## src/hdl/gsdd_pkg.sv

```systemverilog
// ----------------------------------------------------------------------------
// gsdd_pkg
// Shared types, constants and tables for the gradient steering drive block.
// ----------------------------------------------------------------------------
package gsdd_pkg;

    localparam int FRAC_BITS    = 12;
    localparam int CORDIC_STEPS = 16;
    localparam int ATAN_LEN     = 24;

    // Configuration register indexes.
    localparam logic [1:0] REG_STEER_GAIN     = 2'd0;
    localparam logic [1:0] REG_FORWARD_THRUST = 2'd1;
    localparam logic [1:0] REG_SIGNAL_FLOOR   = 2'd2;

    // Item modes.
    localparam logic MODE_STORE = 1'b0;
    localparam logic MODE_TICK  = 1'b1;

    typedef struct packed {
        logic               mode;
        logic signed [15:0] gradient_lateral;
        logic signed [15:0] gradient_forward;
        logic [31:0]        tick_tag;
    } in_item_t;

    typedef struct packed {
        logic signed [15:0] drive_left;
        logic signed [15:0] drive_right;
        logic               steering_active;
        logic [31:0]        tick_echo;
    } out_item_t;

    // A tick job handed from the front end to the execution unit.
    typedef struct packed {
        logic signed [15:0] lat;
        logic signed [15:0] fwd;
        logic signed [15:0] gain;
        logic signed [15:0] thrust;
        logic               active;
        logic [31:0]        tag;
    } job_t;

    // Arctangent step table in units of 2^-30 half turns.
    function automatic logic [28:0] atan_step(input logic [4:0] i);
        logic [28:0] v;
        begin
            case (i)
                5'd0:  v = 29'd268435456;
                5'd1:  v = 29'd158466702;
                5'd2:  v = 29'd83729454;
                5'd3:  v = 29'd42502378;
                5'd4:  v = 29'd21333666;
                5'd5:  v = 29'd10677233;
                5'd6:  v = 29'd5339919;
                5'd7:  v = 29'd2670123;
                5'd8:  v = 29'd1335082;
                5'd9:  v = 29'd667543;
                5'd10: v = 29'd333772;
                5'd11: v = 29'd166886;
                5'd12: v = 29'd83443;
                5'd13: v = 29'd41722;
                5'd14: v = 29'd20861;
                5'd15: v = 29'd10430;
                5'd16: v = 29'd5215;
                5'd17: v = 29'd2608;
                5'd18: v = 29'd1304;
                5'd19: v = 29'd652;
                5'd20: v = 29'd326;
                5'd21: v = 29'd163;
                5'd22: v = 29'd81;
                5'd23: v = 29'd41;
                default: v = 29'd0;
            endcase
            return v;
        end
    endfunction

endpackage

```

## src/hdl/gsdd_front.sv

```systemverilog
// ----------------------------------------------------------------------------
// gsdd_front
// Holds the configuration and stored vector, classifies items and issues
// tick jobs with the gate decision already made.
// ----------------------------------------------------------------------------
module gsdd_front
    import gsdd_pkg::*;
(
    input  logic        clk,
    input  logic        rst_n,
    input  logic        in_valid,
    output logic        in_ready,
    input  in_item_t    in_item,
    input  logic        cfg_valid,
    input  logic [1:0]  cfg_index,
    input  logic [15:0] cfg_data,
    output logic        job_valid,
    input  logic        job_ready,
    output job_t        job
);

    logic signed [15:0] gain_reg;
    logic signed [15:0] thrust_reg;
    logic [14:0]        floor_reg;
    logic signed [15:0] lat_reg;
    logic signed [15:0] fwd_reg;

    // Gate pipeline: one registered item waits here while the squares settle.
    typedef enum logic [1:0] { F_IDLE, F_SQ, F_CMP } fstate_t;
    fstate_t state_reg;
    logic [31:0] tag_reg;
    logic [31:0] sq_lat_reg;
    logic [31:0] sq_fwd_reg;
    logic [29:0] sq_floor_reg;

    logic [32:0] sq_sum;
    logic        gate;

    assign in_ready  = (state_reg == F_IDLE);
    assign sq_sum    = {1'b0, sq_lat_reg} + {1'b0, sq_fwd_reg};
    assign gate      = (sq_sum > {3'b000, sq_floor_reg}) && (gain_reg != 16'sd0);
    assign job_valid = (state_reg == F_CMP);
    assign job.lat    = lat_reg;
    assign job.fwd    = fwd_reg;
    assign job.gain   = gain_reg;
    assign job.thrust = thrust_reg;
    assign job.active = gate;
    assign job.tag    = tag_reg;

    // Configuration registers.
    always_ff @(posedge clk or negedge rst_n)
    begin
        if (!rst_n)
        begin
            gain_reg   <= 16'sd3277;
            thrust_reg <= 16'sd4096;
            floor_reg  <= 15'd246;
        end
        else if (cfg_valid)
        begin
            case (cfg_index)
                REG_STEER_GAIN:     gain_reg   <= cfg_data;
                REG_FORWARD_THRUST: thrust_reg <= cfg_data;
                REG_SIGNAL_FLOOR:   floor_reg  <= cfg_data[14:0];
                default: ;
            endcase
        end
    end

    // Item classification and gate computation.
    always_ff @(posedge clk or negedge rst_n)
    begin
        if (!rst_n)
        begin
            state_reg <= F_IDLE;
            lat_reg   <= '0;
            fwd_reg   <= '0;
        end
        else
        begin
            case (state_reg)
                F_IDLE:
                begin
                    if (in_valid)
                    begin
                        if (in_item.mode == MODE_STORE)
                        begin
                            lat_reg <= in_item.gradient_lateral;
                            fwd_reg <= in_item.gradient_forward;
                        end
                        else
                        begin
                            tag_reg   <= in_item.tick_tag;
                            state_reg <= F_SQ;
                        end
                    end
                end
                F_SQ:
                begin
                    sq_lat_reg   <= 32'(lat_reg * lat_reg);
                    sq_fwd_reg   <= 32'(fwd_reg * fwd_reg);
                    sq_floor_reg <= floor_reg * floor_reg;
                    state_reg    <= F_CMP;
                end
                F_CMP:
                begin
                    if (job_ready)
                    begin
                        state_reg <= F_IDLE;
                    end
                end
                default: state_reg <= F_IDLE;
            endcase
        end
    end

    a_sq_nonneg: assert property (@(posedge clk) disable iff (!rst_n)
        (state_reg == F_CMP) |-> !sq_lat_reg[31])
        else $error("lateral square negative");
    a_ready_idle: assert property (@(posedge clk) disable iff (!rst_n)
        in_ready |-> !job_valid)
        else $error("front accepts while a job is pending");
    a_sq_step: assert property (@(posedge clk) disable iff (!rst_n)
        (state_reg == F_SQ) |=> (state_reg == F_CMP))
        else $error("square stage skipped");

endmodule

```

## config.mk

```make
export PLATFORM = sky130hd
export DESIGN_NAME = gsdd_front
export DESIGN_NICKNAME = d
export VERILOG_FILES = /design/src/hdl/gsdd_pkg.sv /design/src/hdl/gsdd_front.sv
export SDC_FILE = /design/constraint.sdc
export NUM_CORES = 2
export LEC_CHECK = 0
export BUFFER_PORTS_ARGS = -buffer_cell sky130_fd_sc_hd__buf_2
export CAP_MARGIN = 20
export CORE_ASPECT_RATIO = 0.5
export CORE_MARGIN = 2
export CORE_UTILIZATION = 40
export CTS_BUF_LIST = sky130_fd_sc_hd__clkbuf_4 sky130_fd_sc_hd__clkbuf_8
export CTS_CLUSTER_SIZE = 25
export DETAILED_ROUTE_END_ITERATION = 10
export GPL_TIMING_DRIVEN = 0
export MAX_ROUTING_LAYER = met4
export SLEW_MARGIN = 20
export SYNTH_ARGS = -nofsm -noshare
export SYNTH_HDL_FRONTEND = slang
export SYNTH_SLANG_ARGS = --single-unit
export TNS_END_PERCENT = 50
```

## constraint.sdc

```tcl
create_clock -name clk -period 20.5 [get_ports clk]
set_input_delay 2.05 -clock clk [delete_from_list [all_inputs] [get_ports clk]]
set_output_delay 2.05 -clock clk [all_outputs]
set_load 0.01 [all_outputs]
```

==> reports/results.ini <==
[clock_tree]
cts_tree=yes
post_cts_buffers=0
cts_sinks=204
cts.clk_slew.worst_paths_ps=60
cts-root-buf=clkbuf_8
ctsResizeCount=0
cts_max_path_buffers=3
clkLatencyLatePin_ps=620
cts_buffers=38
htree_levels=2
hold_buffers=0

[cells_and_area]
largest_reg_flops=32
layout-drive-gt1-share_pct=10.5
nets=4512
antennaDiodeCount=0
fin_util_pct=44.7
syn2layout_area_growth_pct=9.75
final_cells=4606

[place]
place_hpwl_um=63300
place_congestion=0.917
port_buffers=186
placedCellCount=4537

[routing]
detail_route.vias_per_cell=4.80
wl_per_cell_um=16.2
routed-via-count=22100
dr.pass1.iters=5
drc=0
antenna_left=0
wl_um=74700
drt_iter0_drc=1173

[critical_path]
max_stage_delay_ps=510
cp_num_buf_inv=2
rrSetupSlack_ps=13080
critical_path.top_delay_family=compound AO/OA/AOI/OAI gates
crit_type=reg -> out
critPathMaxFanout=5
cp-start-kind=flop
critPathRequiredTime_ps=18450
critPathSlowestCell=a21oi_1
critPathCaptureType=output pin
worstPathArrival_ps=5960
crit_chain=ha_1 > a21o_1 > a21o_1 > a221oi_2 > o21ai_2 > a2111oi_4 > o21ai_1 > a21oi_1 > o21ai_1 > xor2_1 > ha_1 > nor2b_1 > o21ai_0 > o211ai_1 > a21oi_1 > o211ai_1 > o41a_1 > buf_4 > buf_2

[yosys]
yosysWarnings=0
synth-edff-count=123
syn_inst=3253
synthesis.area_um2=32600
ys_seq_area_share_pct=17.6
yosysUniqueCellTypes=70
async_flop_share_pct=39.7
avgSynthCellArea_um2=10.0
synth_seq_cells=204
synth_nets=4275
synth_ff_type=edfxtp_1

[floorplanning]
pin_count=187
core_um2=80100
chipHeight_um=206
rows=73
dieArea_um2=84000
initial_core_util_pct=40.7
die_width_um=408

[sta]
hold_viol=0
timing.fmax_mhz=125
max_slew_margin_pct=31.7
tightest_slew_ps=1020
fin_crit_ps=8010
maxSlewViolCount=0
setup_tns_ps=0
finalSetupViolations=0
rsz0062_at_grt=false
finClkSkew_ps=48.9
post-route-period-util_pct=39.1

[global_route]
gr-total-overflow=0
antenna_found_initial=0
grt_pass1_wl_um=124000
grt_pass1_vias=24000
grt_max_degree=50
grtUsageTotal_pct=19.1

[status]
status=complete, no violations

[run]
max-cap-violations=0

[hold_path]
hold_path_class=reg -> reg

routing by layer:
layer,global-route usage [%],vias up,routed length [um]
met5,-,-,0
met3,2.47,104,3530
met2,30.9,398,35400
met1,25.3,11200,33400
li1,-,10400,-
met4,6.03,0,2370
per-stage QoR:
| step | instance area, um^2 | hold WS [ps] | setup slack, ps |
|---|---|---|---|
| 6_report | 35800 | 501 | 12490 |
| 5_1_grt | 35800 | 520 | 12240 |
| 4_1_cts | 35800 | 503 | 12650 |
| 3_5_place_dp | 35000 | 490 | 13050 |
| 3_3_place_gp | 34900 | 483 | 6720 |
| 2_1_floorplan | 32600 | 473 | 11240 |
logic make-up (layout without fill, tap and decap cells):
logic type / after synthesis / count (layout) / synth area share, %
and+or+nand+nor: 614 / 614 / 8.84
muxes: 66 / 66 / 2.27
xor gates and xnor gates: 138 / 138 / 3.70
buffers and inverters: 978 / 1244 / 11.3
AOI/OAI and AO/OA: 319 / 319 / 6.61
adders and majority gates: 934 / 934 / 49.7
DFF: 204 / 204 / 17.6
Yosys cell counts, types with 5 or more instances:
cell,count,area share (%)
o21a_1,14,0.32
nor3_1,14,0.21
and3_1,11,0.21
edfxtp_1,123,11
fa_1,606,37
mux2_2,63,2.2
dfstp_2,14,1.1
nand2b_1,12,0.23
a21oi_1,89,1.4
and2_1,120,2.3
o211ai_1,9,0.21
a31oi_1,6,0.12
clkbuf_1,75,0.86
o21bai_1,16,0.37
nand2_1,265,3.0
o21ai_0,54,0.83
a31o_2,8,0.21
nor4_1,7,0.13
or2_2,6,0.12
a41o_1,5,0.15
nor2b_1,20,0.38
nor2_1,109,1.3
ha_1,328,13
dfrtp_1,67,5.1
xor2_1,37,0.99
nor3b_1,7,0.16
xnor2_1,101,2.7
nand4_1,13,0.25
nand3_1,19,0.29
a211oi_1,8,0.18
a21o_1,69,1.6
inv_1,896,10
placed cells by master (no fill, tap or decap), drive strengths merged, types with 19 or more instances in the layout:
cell type	synthesis	layout
mux2	63	63
buf	4	201
fa	606	606
o21ai	60	60
nor2	109	109
and2	120	120
nand3	19	19
nand2	265	265
clkbuf	75	125
xor2	37	37
a21oi	90	90
nor2b	20	20
edfxtp	123	123
ha	328	328
xnor2	101	101
a21o	70	70
inv	896	897
dfrtp	67	67
layout make-up:
class,count,area (um^2)
Fill cell,7790,44300
Multi-Input combinational cell,2071,23200
Sequential cell,204,5740
Inverter,899,3370
Tap cell,1087,1360
Timing Repair Buffer,197,1040
Clock buffer,50,644
Buffer,79,300
Clock inverter,19,133
final timing paths:
kind | endpoint | cells past startpoint | startpoint
worst max-delay path | job[32] | 19 | sq_lat_reg[8]$_DFFE_PP_
worst min-delay path | thrust_reg[6]$_DFFE_PN0P_ | 1 | thrust_reg[6]$_DFFE_PN0P_
worst min register to register | thrust_reg[6]$_DFFE_PN0P_ | 1 | thrust_reg[6]$_DFFE_PN0P_
max in group asynchronous | gain_reg[7]$_DFFE_PN1P_ | 2 | rst_n
worst max register to register | sq_lat_reg[30]$_DFFE_PP_ | 20 | lat_reg[6]$_DFFE_PN0P_
min in group asynchronous | fwd_reg[4]$_DFFE_PN0P_ | 1 | rst_n
Power is not shown: default switching activity piles up to over one toggle a cycle in this logic, so the estimate is an artifact.
