===== config.mk =====
export PLATFORM = sky130hd
export DESIGN_NAME = gsdd_queue
export DESIGN_NICKNAME = d
export VERILOG_FILES = /design/src/hdl/gsdd_pkg.sv /design/src/hdl/gsdd_queue.sv
export SDC_FILE = /design/constraint.sdc
export NUM_CORES = 1
export LEC_CHECK = 0
export ABC_CLOCK_PERIOD_IN_PS = 7550
export CAP_MARGIN = 20
export CORE_ASPECT_RATIO = 1.5
export CORE_MARGIN = 3
export CORE_UTILIZATION = 55
export CTS_CLUSTER_SIZE = 10
export DETAILED_ROUTE_END_ITERATION = 10
export DONT_BUFFER_PORTS = 1
export PLACE_DENSITY = 0.66
export SYNTH_ARGS = -nofsm -noshare
export SYNTH_HDL_FRONTEND = slang
export SYNTH_SLANG_ARGS = --single-unit

===== constraint.sdc =====
create_clock -name clk -period 7.55 [get_ports clk]
set_input_delay 0.3775 -clock clk [delete_from_list [all_inputs] [get_ports clk]]
set_output_delay 0.3775 -clock clk [all_outputs]
set_load 0.005 [all_outputs]

===== src/hdl/gsdd_pkg.sv =====
// ----------------------------------------------------------------------------
// gsdd_pkg
// Shared types, constants and tables for the gradient steering drive block.
// ----------------------------------------------------------------------------
package gsdd_pkg;

    localparam int FRAC_BITS    = 12;
    localparam int CORDIC_STEPS = 16;
    localparam int ATAN_LEN     = 24;

    // Configuration register indexes.
    localparam logic [1:0] REG_STEER_GAIN     = 2'd0;
    localparam logic [1:0] REG_FORWARD_THRUST = 2'd1;
    localparam logic [1:0] REG_SIGNAL_FLOOR   = 2'd2;

    // Item modes.
    localparam logic MODE_STORE = 1'b0;
    localparam logic MODE_TICK  = 1'b1;

    typedef struct packed {
        logic               mode;
        logic signed [15:0] gradient_lateral;
        logic signed [15:0] gradient_forward;
        logic [31:0]        tick_tag;
    } in_item_t;

    typedef struct packed {
        logic signed [15:0] drive_left;
        logic signed [15:0] drive_right;
        logic               steering_active;
        logic [31:0]        tick_echo;
    } out_item_t;

    // A tick job handed from the front end to the execution unit.
    typedef struct packed {
        logic signed [15:0] lat;
        logic signed [15:0] fwd;
        logic signed [15:0] gain;
        logic signed [15:0] thrust;
        logic               active;
        logic [31:0]        tag;
    } job_t;

    // Arctangent step table in units of 2^-30 half turns.
    function automatic logic [28:0] atan_step(input logic [4:0] i);
        logic [28:0] v;
        begin
            case (i)
                5'd0:  v = 29'd268435456;
                5'd1:  v = 29'd158466702;
                5'd2:  v = 29'd83729454;
                5'd3:  v = 29'd42502378;
                5'd4:  v = 29'd21333666;
                5'd5:  v = 29'd10677233;
                5'd6:  v = 29'd5339919;
                5'd7:  v = 29'd2670123;
                5'd8:  v = 29'd1335082;
                5'd9:  v = 29'd667543;
                5'd10: v = 29'd333772;
                5'd11: v = 29'd166886;
                5'd12: v = 29'd83443;
                5'd13: v = 29'd41722;
                5'd14: v = 29'd20861;
                5'd15: v = 29'd10430;
                5'd16: v = 29'd5215;
                5'd17: v = 29'd2608;
                5'd18: v = 29'd1304;
                5'd19: v = 29'd652;
                5'd20: v = 29'd326;
                5'd21: v = 29'd163;
                5'd22: v = 29'd81;
                5'd23: v = 29'd41;
                default: v = 29'd0;
            endcase
            return v;
        end
    endfunction

endpackage


===== src/hdl/gsdd_queue.sv =====
// ----------------------------------------------------------------------------
// gsdd_queue
// Two-entry job queue between the front end and the execution unit.
// ----------------------------------------------------------------------------
module gsdd_queue
    import gsdd_pkg::*;
(
    input  logic clk,
    input  logic rst_n,
    input  logic wr_valid,
    output logic wr_ready,
    input  job_t wr_data,
    output logic rd_valid,
    input  logic rd_ready,
    output job_t rd_data
);

    job_t       mem_reg [2];
    logic       wp_reg;
    logic       rp_reg;
    logic [1:0] cnt_reg;
    logic       do_wr;
    logic       do_rd;

    assign wr_ready = (cnt_reg != 2'd2);
    assign rd_valid = (cnt_reg != 2'd0);
    assign rd_data  = mem_reg[rp_reg];
    assign do_wr    = wr_valid && wr_ready;
    assign do_rd    = rd_valid && rd_ready;

    // Storage.
    always_ff @(posedge clk)
    begin
        if (do_wr)
        begin
            mem_reg[wp_reg] <= wr_data;
        end
    end

    // Pointers and count.
    always_ff @(posedge clk or negedge rst_n)
    begin
        if (!rst_n)
        begin
            wp_reg  <= 1'b0;
            rp_reg  <= 1'b0;
            cnt_reg <= 2'd0;
        end
        else
        begin
            if (do_wr)
            begin
                wp_reg <= ~wp_reg;
            end
            if (do_rd)
            begin
                rp_reg <= ~rp_reg;
            end
            cnt_reg <= cnt_reg + {1'b0, do_wr} - {1'b0, do_rd};
        end
    end

    a_cnt_range: assert property (@(posedge clk) disable iff (!rst_n)
        cnt_reg != 2'd3)
        else $error("queue count overflow");
    a_ptr_eq: assert property (@(posedge clk) disable iff (!rst_n)
        ((cnt_reg == 2'd0) || (cnt_reg == 2'd2)) |-> (wp_reg == rp_reg))
        else $error("queue pointers inconsistent");
    a_cnt_step: assert property (@(posedge clk) disable iff (!rst_n)
        (do_wr && !do_rd) |=> (cnt_reg == $past(cnt_reg) + 2'd1))
        else $error("queue count lost a write");

endmodule


==> results.py, run 1 <==
metrics = {
    "outcome": {
        "outcome": "finished, final reports clean",
    },
    "clocking": {
        "clk_pin_slew_ns": 0.07,
        "cts_tree": "yes",
        "holdBufCountCts": 1,
        "post_cts_buffers": 0,
        "cts_resized": 0,
        "clk_path_buf_depth": 2,
        "htreeDepth": 4,
        "clock-sinks": 198,
        "clockRootBuffer": "clkbuf_16",
        "clkLatencyLatePin_ns": 0.41,
        "numCtsBuffers": 17,
    },
    "final_layout": {
        "nNetsFinal": 434,
        "diodes": 0,
        "fin_area_um2": 8010,
        "syn_to_final_growth_pct": 10.1,
        "largest_register_ffs": 194,
        "drive_gt1_share_pct": 39.0,
        "final_core_util_pct": 63.0,
    },
    "power_and_ir_drop": {
        "p_clk_share_pct": 27.2,
        "p_leak_nw": 2.66,
        "comb_power_share_pct": 21.5,
        "power.density_nw_per_um2": 391,
        "intPower_w": 0.00228,
        "power.net_switching_w": 0.000849,
        "vdd_drop_max_v": 0.000432,
        "swShare_pct": 27.1,
        "p_seq_share_pct": 51.3,
    },
    "worst_hold_path": {
        "holdCritPathClass": "input port to register",
        "hold_path_end": "mem_reg[1][69]$_DFFE_PP_",
        "worstHoldPathCells": 0,
        "hold_start": "wr_data[69]",
    },
    "synthesis": {
        "syn_area_um2": 7270,
        "yosys.area.top_type": "edfxtp_1",
        "ys.warnings.count": 0,
        "synth_area_leaders": "edfxtp_1 80%, mux2_2 12%, mux2_4 4.1%, dfrtp_1 1.4%, buf_6 0.62%",
        "synth_flop_cell": "edfxtp_1",
        "ys_types": 16,
        "avgSynthCellArea_um2": 22.8,
        "synth-async-reset-ratio_pct": 2.02,
        "ys_seq_elements": 198,
        "synth_nets": 422,
        "yosysMostFrequentCell": "edfxtp_1",
        "syn_inst": 319,
        "synth_top_area_share_pct": 80.1,
        "synth_edf_count": 194,
        "yosysSeqAreaShare_pct": 81.5,
        "yosys-top-cells-count": "194 x edfxtp_1, 77 x mux2_2, 20 x mux2_4, 7 x buf_2",
    },
    "sta": {
        "slew_violations": 0,
        "tightestPinTransition_ns": 1.04,
        "setup_slack_ns": 4.70,
        "grt_setup_unrepaired": "no",
        "hold_slack_ns": 0.0530,
        "timing.fmax_mhz": 350,
        "hold_violations": 0,
        "fin_worst_skew_ns": 0.00903,
        "period_needed_ns": 2.85,
        "slew_headroom_pct": 30.6,
        "setup-violations-final": 0,
        "min_period_over_period_pct": 37.8,
        "tns_ns": 0,
    },
    "detailed_routing": {
        "antenna_left": 0,
        "vias": 2860,
        "drt-total-wl_mm": 11.8,
        "initialDrtViolationCount": 161,
        "drc": 0,
        "drt_pass1_iterations": 4,
        "viasPerCell": 5.72,
        "wl_per_cell_um": 23.7,
    },
    "global_route": {
        "use_met3_pct": 9.03,
        "grt_max_degree": 62,
        "gr-total-overflow": 0,
        "grt_pass1_wl_mm": 17.7,
        "busiest_layer": "met2",
        "grt_usage_pct": 16.5,
        "grt_pass1_vias": 3131,
        "grt_use_met1_pct": 17.2,
        "met2_usage_pct": 27.3,
        "antenna_found_initial": 0,
    },
    "floorplanning": {
        "fp-row-count": 50,
        "ioPinCount": 200,
        "core_um2": 12700,
        "start_util_pct": 57.2,
        "die_area_um2": 14700,
        "die_w_um": 99.9,
        "die_h_um": 147,
    },
    "critical_path": {
        "r2r_start": "cnt_reg[1]$_DFF_PN0_",
        "regToRegSetupSlack_ns": 4.80,
        "crit_path_end_kind": "output pin",
        "r2r_end": "mem_reg[0][61]$_DFFE_PP_",
        "start_kind": "register",
        "worstPathMaxFanout": 52,
        "reg2reg_depth": 4,
        "path_class": "register to output pin",
        "crit_required_ns": 7.17,
        "crit_arrival_ns": 2.48,
    },
    "job": {
        "cap_violations": 0,
    },
    "place": {
        "port_buffers": 0,
        "gp_congestion": 0.721,
        "post_dp_cell_area_um2": 7420,
        "pre_cts_slack_ns": 4.75,
    },
}
-- kinds of logic (layout without fill, tap and decap cells) --
logic type	after synthesis	in the layout	synth area share (%)
muxes	97	97	16.1
DFF	198	198	81.5
adders and majority gates	2	2	0.344
xor gates and xnor gates	4	4	0.482
and+or+nand+nor	6	6	0.448
buffers and inverters	12	37	1.15
-- stage by stage --
step / power, W / std cells
global placement: 0.00231 / 467
floorplan: 0.00220 / 319
CTS: 0.00319 / 500
finish: 0.00313 / 500
global route: 0.00329 / 500
detailed placement: 0.00233 / 467
-- worst max-delay path, stage by stage, from the launching register on --
cell and delay [ns]:
dfrtp_4 0.82, buf_4 0.73, mux2_2 0.44
-- how the worst max path moves through the flow --
stage                               startpoint  cells after the start                  endpoint  slack (ns)
final                       rp_reg$_DFFE_PN0P_                      2               rd_data[36]        4.70
after global routing        rp_reg$_DFFE_PN0P_                      2               rd_data[11]        4.55
after CTS                   rp_reg$_DFFE_PN0P_                      2               rd_data[15]        4.64
after detailed placement  cnt_reg[1]$_DFF_PN0_                      4  mem_reg[0][63]$_DFFE_PP_        4.75
after global placement    cnt_reg[1]$_DFF_PN0_                      4  mem_reg[0][83]$_DFFE_PP_        4.83
after floorplan           cnt_reg[1]$_DFF_PN0_                      3   mem_reg[0][0]$_DFFE_PP_        2.34
-- power by group through the flow --
stage	Combinational (W)	Clock, W	Sequential (W)
6_report	0.000672	0.000852	0.00161
2_1_floorplan	0.000608	0	0.00159
5_1_grt	0.000729	0.000921	0.00164
3_3_place_gp	0.000687	0	0.00162
4_1_cts	0.000697	0.000877	0.00161
3_5_place_dp	0.000695	0	0.00164
-- area by class of cell --
type | instances | area (um^2)
flip-flops and latches | 198 | 5930
fillers | 892 | 4690
multi-input cells | 109 | 1270
clock buffers | 18 | 429
well taps | 156 | 195
clock inverters | 14 | 143
repair buffers | 4 | 32.5
inverters | 1 | 3.75
-- metal layers --
metal | share of wire, % | vias to the layer above
li1 | - | 1291
met4 | 1.9 | 0
met1 | 34 | 1417
met2 | 53 | 135
met3 | 12 | 17
met5 | 0 | -
-- cells in the final DEF, fill, tap and decap left out, types with 2 or more instances in the layout --
master | Yosys | layout
edfxtp_1 | 194 | 194
ha_1 | 2 | 2
buf_4 | 0 | 3
inv_6 | 0 | 2
dfrtp_1 | 4 | 3
mux2_4 | 20 | 20
clkbuf_16 | 0 | 17
mux2_2 | 77 | 77
clkinv_4 | 0 | 6
inv_8 | 0 | 3
xnor2_1 | 3 | 3
Note: power is estimated with default switching activity, not from simulation.
==> inputs of run 2 (changes only) <==
Settings changed: ABC_CLOCK_PERIOD_IN_PS 7550 to 2390, PLACE_DENSITY 0.66 to 0.69.
Clock period 7.55 ns to 2.39 ns, I/O delays scaled along.
==> results.py, run 2 (synthesis results as in run 1) <==
metrics = {
    "critical_path": {
        "worstPathMaxFanout": 44,
        "crit_path_end_kind": "output pin",
        "start_kind": "register",
        "path_class": "register to output pin",
        "crit_arrival_ns": 2.02,
        "crit_required_ns": 2.27,
        "critPathLaunch": "rp_reg$_DFFE_PN0P_",
        "r2r_start": "cnt_reg[1]$_DFF_PN0_",
    },
    "final_layout": {
        "syn_to_final_growth_pct": 24.9,
        "largest_register_ffs": 194,
        "final_core_util_pct": 71.5,
        "final_common_cell": "edfxtp_1",
        "fin_area_um2": 9080,
        "drive_gt1_share_pct": 31.0,
        "nFillCells": 794,
        "multiInputGateArea_um2": 1270,
        "most-common-layout-cells": "194 x edfxtp_1, 101 x dlygate4sd3_1, 77 x mux2_2, 20 x mux2_4, 17 x clkbuf_16",
        "layout.area.seq_um2": 5930,
        "nNetsFinal": 539,
    },
    "worst_hold_path": {
        "hold_start": "wr_valid",
        "holdCritPathClass": "input port to register",
    },
    "detailed_routing": {
        "wl_met3_um": 984,
        "viasPerCell": 5.46,
        "wl_met2_mm": 6.96,
        "initialDrtViolationCount": 208,
        "drc": 0,
        "drt_pass1_iterations": 4,
        "wl_per_cell_um": 20.9,
        "vias": 3312,
        "dr.max_layer_used": "met4",
        "m1WireLength_mm": 4.49,
        "antenna_left": 0,
        "drt-total-wl_mm": 12.7,
    },
    "clocking": {
        "numCtsBuffers": 17,
        "cts_tree": "yes",
        "clkLatencyLatePin_ns": 0.41,
        "clk_pin_slew_ns": 0.07,
        "clockRootBuffer": "clkbuf_16",
        "cts_resized": 0,
        "post_cts_buffers": 0,
        "clk_path_buf_depth": 2,
        "clock-sinks": 198,
        "htreeDepth": 4,
        "holdBufCountCts": 101,
    },
    "place": {
        "post_dp_cell_area_um2": 7510,
        "gp_congestion": 0.711,
        "dpl.hpwl_mm": 7.94,
        "port_buffers": 0,
    },
    "global_route": {
        "grt_pass1_vias": 3581,
        "gr-total-overflow": 0,
        "grt_usage_pct": 17.6,
        "grt_pass1_wl_mm": 19.4,
        "grt_max_degree": 98,
        "antenna_found_initial": 2,
    },
    "job": {
        "cap_violations": 0,
    },
    "power_and_ir_drop": {
        "p_clk_share_pct": 25.6,
        "p_seq_share_pct": 50.2,
        "p_leak_nw": 3.10,
        "power.net_switching_w": 0.00279,
        "vdd_drop_max_v": 0.000916,
        "comb_power_share_pct": 24.2,
        "power.density_nw_per_um2": 1110,
        "intPower_w": 0.00732,
        "swShare_pct": 27.6,
    },
    "sta": {
        "fin_worst_skew_ns": 0.00676,
        "period_needed_ns": 2.14,
        "slew_headroom_pct": 57.3,
        "hold_violations": 0,
        "timing.fmax_mhz": 468,
        "setup-violations-final": 0,
        "grt_setup_unrepaired": "no",
        "slew_violations": 0,
        "tightestPinTransition_ns": 0.640,
        "tns_ns": 0,
        "min_period_over_period_pct": 89.4,
    },
    "floorplanning": {
        "die_h_um": 147,
        "fp-row-count": 50,
        "die_w_um": 99.9,
        "core_um2": 12700,
        "ioPinCount": 200,
        "start_util_pct": 57.2,
        "die_area_um2": 14700,
    },
    "outcome": {
        "outcome": "finished, final reports clean",
    },
}
run 2: changes by cell type in the layout (fill, tap and decap cells not counted), sizes merged:
cell	previous run	this run
dlygate4sd3	1	101
buf	3	8
clkinvlp	0	2
diode	0	2
bufinv	1	0
clkinv	8	7
run 2: final cells by class:
type,instances,share of cell area [%]
clock inverter,14,1.32
sequential,198,65.3
timing repair buffer,109,12.3
antenna,2,0.0551
multi-input combinational,109,14.0
inverter,1,0.0413
tap,156,2.15
clock buffer,18,4.73
run 2: final timing paths:
path                            slack [ns]  cells after the start                  endpoint
worst max-delay path                  0.25                      2               rd_data[22]
worst min-delay path                  0.29                      2  mem_reg[1][57]$_DFFE_PP_
worst max register to register        0.55                      7      cnt_reg[1]$_DFF_PN0_
worst min register to register        0.56                      1      cnt_reg[0]$_DFF_PN0_
max in group asynchronous             1.67                      2        rp_reg$_DFFE_PN0P_
min in group asynchronous             0.53                      2        rp_reg$_DFFE_PN0P_
run 2: worst max-delay path, cell delays in order (launching register included):
cell and delay (ns):
dfrtp_4 0.85, buf_4 0.35, mux2_2 0.39
run 2: power groups by stage:
stage / clock [W] / sequential, W / combinational (W)
2_1_floorplan: 0 / 0.00496 / 0.00193
3_3_place_gp: 0 / 0.00511 / 0.00230
3_5_place_dp: 0 / 0.00516 / 0.00233
4_1_cts: 0.00265 / 0.00508 / 0.00250
5_1_grt: 0.00278 / 0.00517 / 0.00262
6_report: 0.00258 / 0.00508 / 0.00245
run 2: routing by layer:
layer,vias to the layer above,track usage (%)
met5,-,0
met4,0,6.43
met3,12,6.89
met2,133,30.1
met1,1669,19.7
li1,1498,-
run 2: through the flow:
stage | worst slack (ns) | power [W] | hold slack, ns | cells
floorplan | -0.0931 | 0.00690 | -0.176 | 319
global placement | 0.639 | 0.00741 | -0.176 | 472
detailed placement | 0.582 | 0.00749 | -0.176 | 472
CTS | 0.216 | 0.0102 | 0.333 | 605
global route | 0.159 | 0.0106 | 0.334 | 607
finish | 0.253 | 0.0101 | 0.291 | 607
